$ cat src/sv/lfr_pkg.sv
`default_nettype none

package lfr_pkg;

    // Default frame count and the fixed width of a frame number on the ports
    localparam int DEF_FRAME_CNT = 16;
    localparam int FRAME_W       = 4;

    // Action codes carried in the input word
    localparam logic ACT_ACCESS = 1'b0;
    localparam logic ACT_VICTIM = 1'b1;

endpackage

`default_nettype wire

$ cat src/sv/lru_frame_replacement.sv
// Result path: a victim request passes through the input register, then the result register;
//   an access gives no result.
// Throughput: one word per cycle; the input stalls only while a victim request waits on
//   a result that the output side is holding back.
// Reset (synchronous, active low): frame f gets rank f, so frame 0 is least recent;
//   both valid flags clear.
`default_nettype none

module lru_frame_replacement #(
    parameter int FRAME_CNT = lfr_pkg::DEF_FRAME_CNT
) (
    input  wire logic                       i_clk,
    input  wire logic                       i_rst_n,
    input  wire logic                       i_in_valid,
    output logic                            o_in_stall,
    input  wire logic                       i_action,
    input  wire logic [lfr_pkg::FRAME_W-1:0] i_frame_index,
    output logic                            o_out_valid,
    input  wire logic                       i_out_stall,
    output logic [lfr_pkg::FRAME_W-1:0]     o_victim_frame
);
    import lfr_pkg::*;

    localparam int IDX_W = $clog2(FRAME_CNT);

    typedef logic [IDX_W-1:0] t_rank;

    // Recency state: rank 0 is least recent, FRAME_CNT-1 most recent
    t_rank r_rank [FRAME_CNT];
    t_rank n_rank [FRAME_CNT];

    // Input register
    logic                r_in_vld;
    logic                n_in_vld;
    logic                r_action;
    logic [FRAME_W-1:0]  r_frame;

    // Result register
    logic                r_out_vld;
    logic                n_out_vld;
    logic [FRAME_W-1:0]  r_victim;

    logic                in_acc;
    logic                out_free;
    logic                s1_go;
    logic                in_range;
    logic                do_move;
    t_rank               vic_idx;
    t_rank               tgt_idx;
    t_rank               old_rank;

    // Handshake
    assign out_free   = !r_out_vld || !i_out_stall;
    assign s1_go      = r_in_vld && ((r_action == ACT_ACCESS) || out_free);
    assign o_in_stall = r_in_vld && !s1_go;
    assign in_acc     = i_in_valid && !o_in_stall;

    // Find the least recent frame (exactly one frame holds rank 0)
    always_comb begin
        vic_idx = '0;
        for (int f = 0; f < FRAME_CNT; f++) begin
            if (r_rank[f] == '0) begin
                vic_idx = vic_idx | t_rank'(f);
            end
        end
    end

    // Frame to move to most recent
    assign in_range = 32'(r_frame) < FRAME_CNT;
    assign tgt_idx  = (r_action == ACT_VICTIM) ? vic_idx : t_rank'(r_frame);
    assign do_move  = s1_go && ((r_action == ACT_VICTIM) || in_range);
    assign old_rank = r_rank[tgt_idx];

    // Rank update: frames more recent than the target slide down by one
    always_comb begin
        for (int g = 0; g < FRAME_CNT; g++) begin
            n_rank[g] = r_rank[g];
            if (do_move) begin
                if (t_rank'(g) == tgt_idx) begin
                    n_rank[g] = t_rank'(FRAME_CNT - 1);
                end else if (r_rank[g] > old_rank) begin
                    n_rank[g] = r_rank[g] - t_rank'(1);
                end
            end
        end
    end

    // Valid flags
    always_comb begin
        n_in_vld = r_in_vld;
        if (in_acc) begin
            n_in_vld = 1'b1;
        end else if (s1_go) begin
            n_in_vld = 1'b0;
        end

        n_out_vld = r_out_vld;
        if (s1_go && (r_action == ACT_VICTIM)) begin
            n_out_vld = 1'b1;
        end else if (!i_out_stall) begin
            n_out_vld = 1'b0;
        end
    end

    // Control and state registers
    always_ff @(posedge i_clk) begin
        if (!i_rst_n) begin
            r_in_vld  <= 1'b0;
            r_out_vld <= 1'b0;
            for (int f = 0; f < FRAME_CNT; f++) begin
                r_rank[f] <= t_rank'(f);
            end
        end else begin
            r_in_vld  <= n_in_vld;
            r_out_vld <= n_out_vld;
            for (int f = 0; f < FRAME_CNT; f++) begin
                r_rank[f] <= n_rank[f];
            end
        end
    end

    // Payload registers
    always_ff @(posedge i_clk) begin
        if (in_acc) begin
            r_action <= i_action;
            r_frame  <= i_frame_index;
        end
        if (s1_go && (r_action == ACT_VICTIM)) begin
            r_victim <= FRAME_W'(vic_idx);
        end
    end

    assign o_out_valid    = r_out_vld;
    assign o_victim_frame = r_victim;

endmodule

`default_nettype wire

$ cat config.mk
export PLATFORM = sky130hd
export DESIGN_NAME = lru_frame_replacement
export DESIGN_NICKNAME = d
export VERILOG_FILES = /design/src/sv/lfr_pkg.sv /design/src/sv/lru_frame_replacement.sv
export SDC_FILE = /design/constraint.sdc
export NUM_CORES = 1
export LEC_CHECK = 0
export BUFFER_PORTS_ARGS = -buffer_cell sky130_fd_sc_hd__buf_2
export CAP_MARGIN = 20
export CORE_ASPECT_RATIO = 1.75
export CORE_MARGIN = 2
export CORE_UTILIZATION = 30
export CTS_BUF_LIST = sky130_fd_sc_hd__clkbuf_8
export CTS_CLUSTER_DIAMETER = 120
export CTS_CLUSTER_SIZE = 30
export DETAILED_ROUTE_END_ITERATION = 12
export HOLD_SLACK_MARGIN = 0.02
export SYNTH_ARGS = -nofsm -noshare
export SYNTH_HDL_FRONTEND = slang
export SYNTH_SLANG_ARGS = --single-unit
$ cat constraint.sdc
create_clock -name i_clk -period 5.8 [get_ports i_clk]
set_clock_uncertainty 0.15 [all_clocks]
set_input_delay 1.74 -clock i_clk [delete_from_list [all_inputs] [get_ports i_clk]]
set_output_delay 1.74 -clock i_clk [all_outputs]
set_load 0.02 [all_outputs]
==> out/results.ini, run 1 <==
[final_layout]
utilization=0.336
fin_nets=861
drive_gt1_frac=0.117
diodes=0
area_growth_syn_to_layout_pct=10.7

[placed_design]
place_ws_ps=883
dp_hpwl_mm=13.3
gp_congestion=0.859
io_buffers=14

[pwr]
vdd_ir_drop_max_v=0.000170
p_per_area_mw_per_mm2=425
leakagePower_nw=2.63

[worst_setup_path]
cp_max_fo=20
cp.arrival_ps=5110
critical_path_required_ps=5920
r2r_cells=19
crit_path_end_kind=flip-flop
startpoint_type=flip-flop
critPathKind=reg -> reg

[logic_synthesis]
synth-simple-area-share=0.233
synth_nets=848
synth_top_area_frac=0.216
muxShareOfSynthArea=0.00614
synth_xor_area_frac=0
synth.distinct_cells=61
synth_seq_area_share=0.260
syn_avg_cell_area_um2=8.05
ys.flop_type=dfxtp_1
mappedNetlistArea_mm2=0.00611
yosys.cell_count.top_type=ha_1
synthTopCellsByCount=80 x ha_1, 66 x dfxtp_1, 63 x nand2_1
synth_top_family_by_area=compound AO/OA/AOI/OAI gates
synth_edf_count=9
synth-seq-cells=75
synthTopCellsByArea=dfxtp_1 22%, ha_1 16%, o21a_1 7.0%, edfxtp_1 4.4%, a21oi_1 4.3%
yosysTopAreaCell=dfxtp_1
synth_compound_area_frac=0.287
synth-async-reset-ratio=0
ys.warnings.count=0
synth-adder-area-share=0.164
synthesis.instances=759

[hold_path]
worstHoldPathType=reg -> reg
worstHoldPathCells=2

[global_routing]
grt_remaining_overflow=0
first_global_vias=5639
track_usage=0.166
grt_start_max_net_pins=54
antenna_found_initial=0
grt_pass1_wl_mm=28.7

[cts]
cts_setup_buffers=0
tritoncts=built
cts.sink_count=75
htreeDepth=3
numCtsBuffers=9
cts-resized-gates=0
clk_latency_ps=380
cts_hold_buf=0
root_buffer=clkbuf_8
cts_max_path_buffers=2
clk_pin_slew_ps=80

[floorplanning]
core_mm2=0.0201
dieWidth_um=112
die_area_mm2=0.0216
start_util=0.304
fp.dieH_um=193
ioPinCount=15
fp-row-count=69

[detailed_routing]
routedWlPerCell_um=17.4
drt_first_pass_iters=5
drt_iter0_markers=322
routed_wl_mm=17.8
vias_per_cell=5.67
drc_errors=0
vias=5811
drtAntennaViolNets=0

[sta]
fin_tns_setup_ps=0
worst_pin_slew_ps=946
period_share=0.861
setup_ws_ps=808
min_period_ps=4990
hold_viol=0
slew_violations=0
setup_viol=0
relSlewSlack=0.369
rsz0062_at_grt=no
fmax_ghz=0.200

[outcome]
status=finished clean

[job]
drv_cap=0

==> stage by stage <==
| stage | cell area (µm²) | power [W] | cells | hold WS [ps] |
|---|---|---|---|---|
| 6_report | 6770 | 0.00288 | 1025 | 366 |
| 4_1_cts | 6770 | 0.00288 | 1025 | 373 |
| 3_5_place_dp | 6530 | 0.00237 | 1009 | 352 |
| 5_1_grt | 6770 | 0.00311 | 1025 | 422 |
| 2_1_floorplan | 6110 | 0.00191 | 759 | 316 |
| 3_3_place_gp | 6530 | 0.00235 | 1009 | 351 |
==> kinds of logic (layout without fill, tap and decap cells) <==
logic type | after synthesis | after routing
simple gates | 274 | 274
compound gates | 255 | 255
fa+ha+maj | 80 | 80
buf+inv | 72 | 90
flops | 75 | 75
mux | 3 | 3
==> state kept, by name, indices dropped and copies added (netlist names) <==
signal,cells
r_in_vld,1
r_action,1
o_victim_frame,4
r_frame,4
o_out_valid,1
r_rank,64
==> worst max-delay path, cell delays in order (launching register included) <==
cell and delay (ps):
dfxtp_1 340, inv_1 110, ha_1 200, nor3b_1 520, nor4_2 170, a41oi_4 620, buf_4 320, nand2_1 60
and3_1 170, a311oi_1 330, buf_4 200, nor4_2 40, buf_4 220, ha_1 330, o21a_1 110, o21a_1 170
o21ai_0 300, nor4_1 110, o21a_1 180, o221a_2 230
==> cells in the final DEF (no fill, tap or decap), types with 3 or more instances in the layout <==
| cell type | count |
|---|---|
| dfxtp_1 | 66 |
| a31oi_1 | 13 |
| bufinv_16 | 3 |
| o211ai_1 | 4 |
| nor4_1 | 6 |
| a21o_1 | 16 |
| ha_1 | 80 |
| and3_1 | 5 |
| a21oi_1 | 52 |
| o311a_1 | 3 |
| a221oi_1 | 11 |
| a21oi_2 | 3 |
| edfxtp_1 | 9 |
| nor3_1 | 24 |
| nor4_2 | 5 |
| o21a_1 | 57 |
| o21ai_1 | 5 |
| buf_2 | 14 |
| nand2_1 | 63 |
| nand4_1 | 36 |
| buf_4 | 24 |
| o21ai_0 | 52 |
| nor2_1 | 57 |
| nor2b_1 | 19 |
| nor3b_1 | 9 |
| inv_1 | 37 |
| a311oi_1 | 3 |
| clkbuf_8 | 9 |
| nor3_2 | 5 |
| or2_2 | 3 |
| o221a_2 | 12 |
| nand3_1 | 28 |
==> layout make-up <==
class | instances | area, µm²
Clock buffer | 9 | 124
Clock inverter | 7 | 109
Fill cell | 2087 | 13300
Inverter | 36 | 135
Multi-Input combinational cell | 612 | 4250
Sequential cell | 75 | 1590
Tap cell | 248 | 310
Timing Repair Buffer | 38 | 250
==> power by group <==
part	internal, W	switching [W]	leakage (nW)
Sequential	0.000614	0.000121	0.625
Combinational	0.000691	0.000947	1.89
Clock	0.000282	0.000220	0.119
==> final timing paths <==
check	startpoint	endpoint	slack, ps
max	r_rank[9][0]	r_rank[7][3]	810
min	o_out_valid	o_out_valid	370
max reg2reg	r_rank[9][0]	r_rank[7][3]	810
min reg2reg	o_out_valid	o_out_valid	370
==> metal layers <==
layer	global-route usage	vias up	wire, µm
li1	-	2902	-
met1	0.172	2740	7100
met2	0.319	123	9380
met3	0.0195	46	529
met4	0.0921	0	792
met5	0	-	0
No activity file was read; power rests on OpenSTA's default activity.
==> run 2, diff against run 1 <==
Settings changed: BUFFER_PORTS_ARGS -buffer_cell sky130_fd_sc_hd__buf_2 to not set, DONT_BUFFER_PORTS set to 1.
==> run 2 against run 1 <==
Cell area fell by 1.5%; sequential power hardly changed; combinational power is essentially flat; largest power group unchanged.
==> out/results.ini, run 2 (synthesis results as in run 1) <==
[worst_setup_path]
critPathKind=reg -> reg
cp_max_fo=30  ; +50%
worstReg2RegEnd=r_rank[15][2]
startpoint_type=flip-flop
crit_path_end_kind=flip-flop
path_buf_inv=3  ; -1
critical_path_required_ps=5910  ; about the same
crit_family=compound AO/OA/AOI/OAI gates
cp.arrival_ps=5080  ; -30 ps
cp-startpoint=r_rank[9][1]
slowest_stage=nor3b_1
r2r_start=r_rank[9][1]
r2r_slack_ps=830  ; +20 ps
slowest_delay_ps=530  ; -90 ps
path_cells=inv_1 -> ha_1 -> nor3b_1 -> nor4_2 -> a41oi_4 -> buf_12 -> nand2_1 -> and3_1 -> a311oi_1 -> nor4_2 -> buf_4 -> ha_1 -> o21a_1 -> o21a_1 -> o21ai_0 -> a311oi_1 -> and3_1 -> o21ai_1
r2r_cells=18  ; -1

[placed_design]
dp_hpwl_mm=13.1  ; -1.0%
gp_congestion=0.856  ; -0.36%
place_ws_ps=895  ; +12.3 ps
io_buffers=0  ; -14

[floorplanning]
fp-row-count=69  ; unchanged
core_mm2=0.0201  ; unchanged
ioPinCount=15  ; unchanged
die_area_mm2=0.0216  ; unchanged
fp.dieH_um=193  ; unchanged
dieWidth_um=112  ; unchanged
start_util=0.304  ; unchanged

[final_layout]
layout_commonest_cell=ha_1
mostFrequentLayoutCells=80 x ha_1, 66 x dfxtp_1, 63 x nand2_1, 57 x nor2_1, 57 x o21a_1
drive_gt1_frac=0.100  ; -0.0170
fillers=2149  ; +3.0%
largest-register=r_rank
area_growth_syn_to_layout_pct=9.01
fin_nets=843  ; -2.1%
largest_reg_flops=64  ; unchanged
diodes=0  ; unchanged

[cts]
htreeDepth=3  ; unchanged
clk_pin_slew_ps=80  ; about the same
numCtsBuffers=9  ; unchanged
cts_max_path_buffers=2  ; unchanged
clk_latency_ps=370  ; about the same
cts-resized-gates=0  ; unchanged
cts.sink_count=75  ; unchanged
root_buffer=clkbuf_8
tritoncts=built
cts_setup_buffers=0  ; unchanged
cts_hold_buf=0  ; unchanged

[hold_path]
min_to=r_rank[8][0]
worstHoldStart=r_rank[8][0]
worstHoldPathType=reg -> reg
worstHoldPathCells=2  ; unchanged

[detailed_routing]
vias_per_cell=5.77  ; +1.8%
vias=5813  ; +0.034%
drtAntennaViolNets=0  ; unchanged
routed_wl_mm=18.0  ; +1.2%
routedWlPerCell_um=17.9  ; +3.0%
drt_iter0_markers=299  ; -7.1%
drt_first_pass_iters=5  ; unchanged
drc_errors=0  ; unchanged

[outcome]
status=finished clean

[pwr]
netSwitchingPower_w=0.00129  ; -0.14%
p_int_w=0.00155  ; -2.5%
p_sw_frac=0.454  ; +0.00591
clockPowerShare=0.166  ; -0.009
comb_power_share=0.575  ; +0.005
seqPwrFrac=0.260  ; +0.004
leakagePower_nw=2.55  ; -3.1%
vdd_ir_drop_max_v=0.000145  ; -15%
p_per_area_mw_per_mm2=425  ; about the same

[sta]
worst_pin_slew_ps=846  ; -99.9 ps
fmax_ghz=0.201  ; +0.46%
slew_violations=0  ; unchanged
fin_tns_setup_ps=0  ; unchanged
min_period_ps=4970  ; -22.8 ps
period_share=0.857  ; -0.00392
relSlewSlack=0.436  ; +0.0666
hold_viol=0  ; unchanged
setup_viol=0  ; unchanged
rsz0062_at_grt=no
setup_ws_ps=831  ; +22.8 ps

[global_routing]
first_global_vias=5825  ; +3.3%
track_usage=0.170  ; +0.00474
grt_start_max_net_pins=55  ; +1.9%
grt_pass1_wl_mm=29.6  ; +3.2%
antenna_found_initial=0  ; unchanged
grt_remaining_overflow=0  ; unchanged

[job]
drv_cap=0  ; unchanged

## run 2: worst max path at each step
stage / end / slack, ps / depth (start not counted)
finish: r_rank[15][2] / 830 / 18
global route: r_rank[4][3] / 540 / 19
CTS: r_rank[3][1] / 890 / 18
detailed placement: r_rank[3][1] / 890 / 18
global placement: r_rank[15][2] / 890 / 18
floorplan: r_rank[6][3] / 450 / 17
## run 2: metrics by stage
step                      cells  utilization  area (µm²)  hold WS (ps)  power, W
after floorplan             759            -        6110           316   0.00191
after CTS                  1007        0.331        6660           386   0.00284
after global placement      991        0.320        6450           366   0.00234
after global routing       1007        0.331        6660           401   0.00308
after detailed placement    991        0.320        6450           368   0.00237
final                      1007        0.331        6660           378   0.00283
## run 2: worst register-to-register path: cells and delay by family, from the launching register on
family                   cells  cell delay (ps)
buffers and inverters        3              620
AND/OR/NAND/NOR              6             1230
adder cells (fa/ha/maj)      2              530
flip-flops                   1              360
AO/OA/AOI/OAI                7             1950
## run 2: cell type report
class,count,area [µm²],share of cell area
repair buffers,20,163,0.0244
clock buffers,9,124,0.0186
flip-flops and latches,75,1590,0.239
clock inverters,7,92.6,0.0139
inverters,36,135,0.0203
well taps,248,310,0.0466
multi-input cells,612,4250,0.637
## run 2: power by group through the flow
stage / logic [W] / registers, W / clock network (W)
finish: 0.00163 / 0.000736 / 0.000469
global route: 0.00183 / 0.000751 / 0.000493
CTS: 0.00163 / 0.000735 / 0.000478
detailed placement: 0.00162 / 0.000746 / 0
global placement: 0.00160 / 0.000747 / 0
floorplan: 0.00121 / 0.000703 / 0
## run 2: per-layer routing
layer  GRT usage  routed length [µm]  vias to the layer above
met5           0                   0                        -
met4      0.0864                 702                        0
met3      0.0188                 524                       37
met2       0.329                9540                      133
met1       0.180                7240                     2786
li1            -                   -                     2857
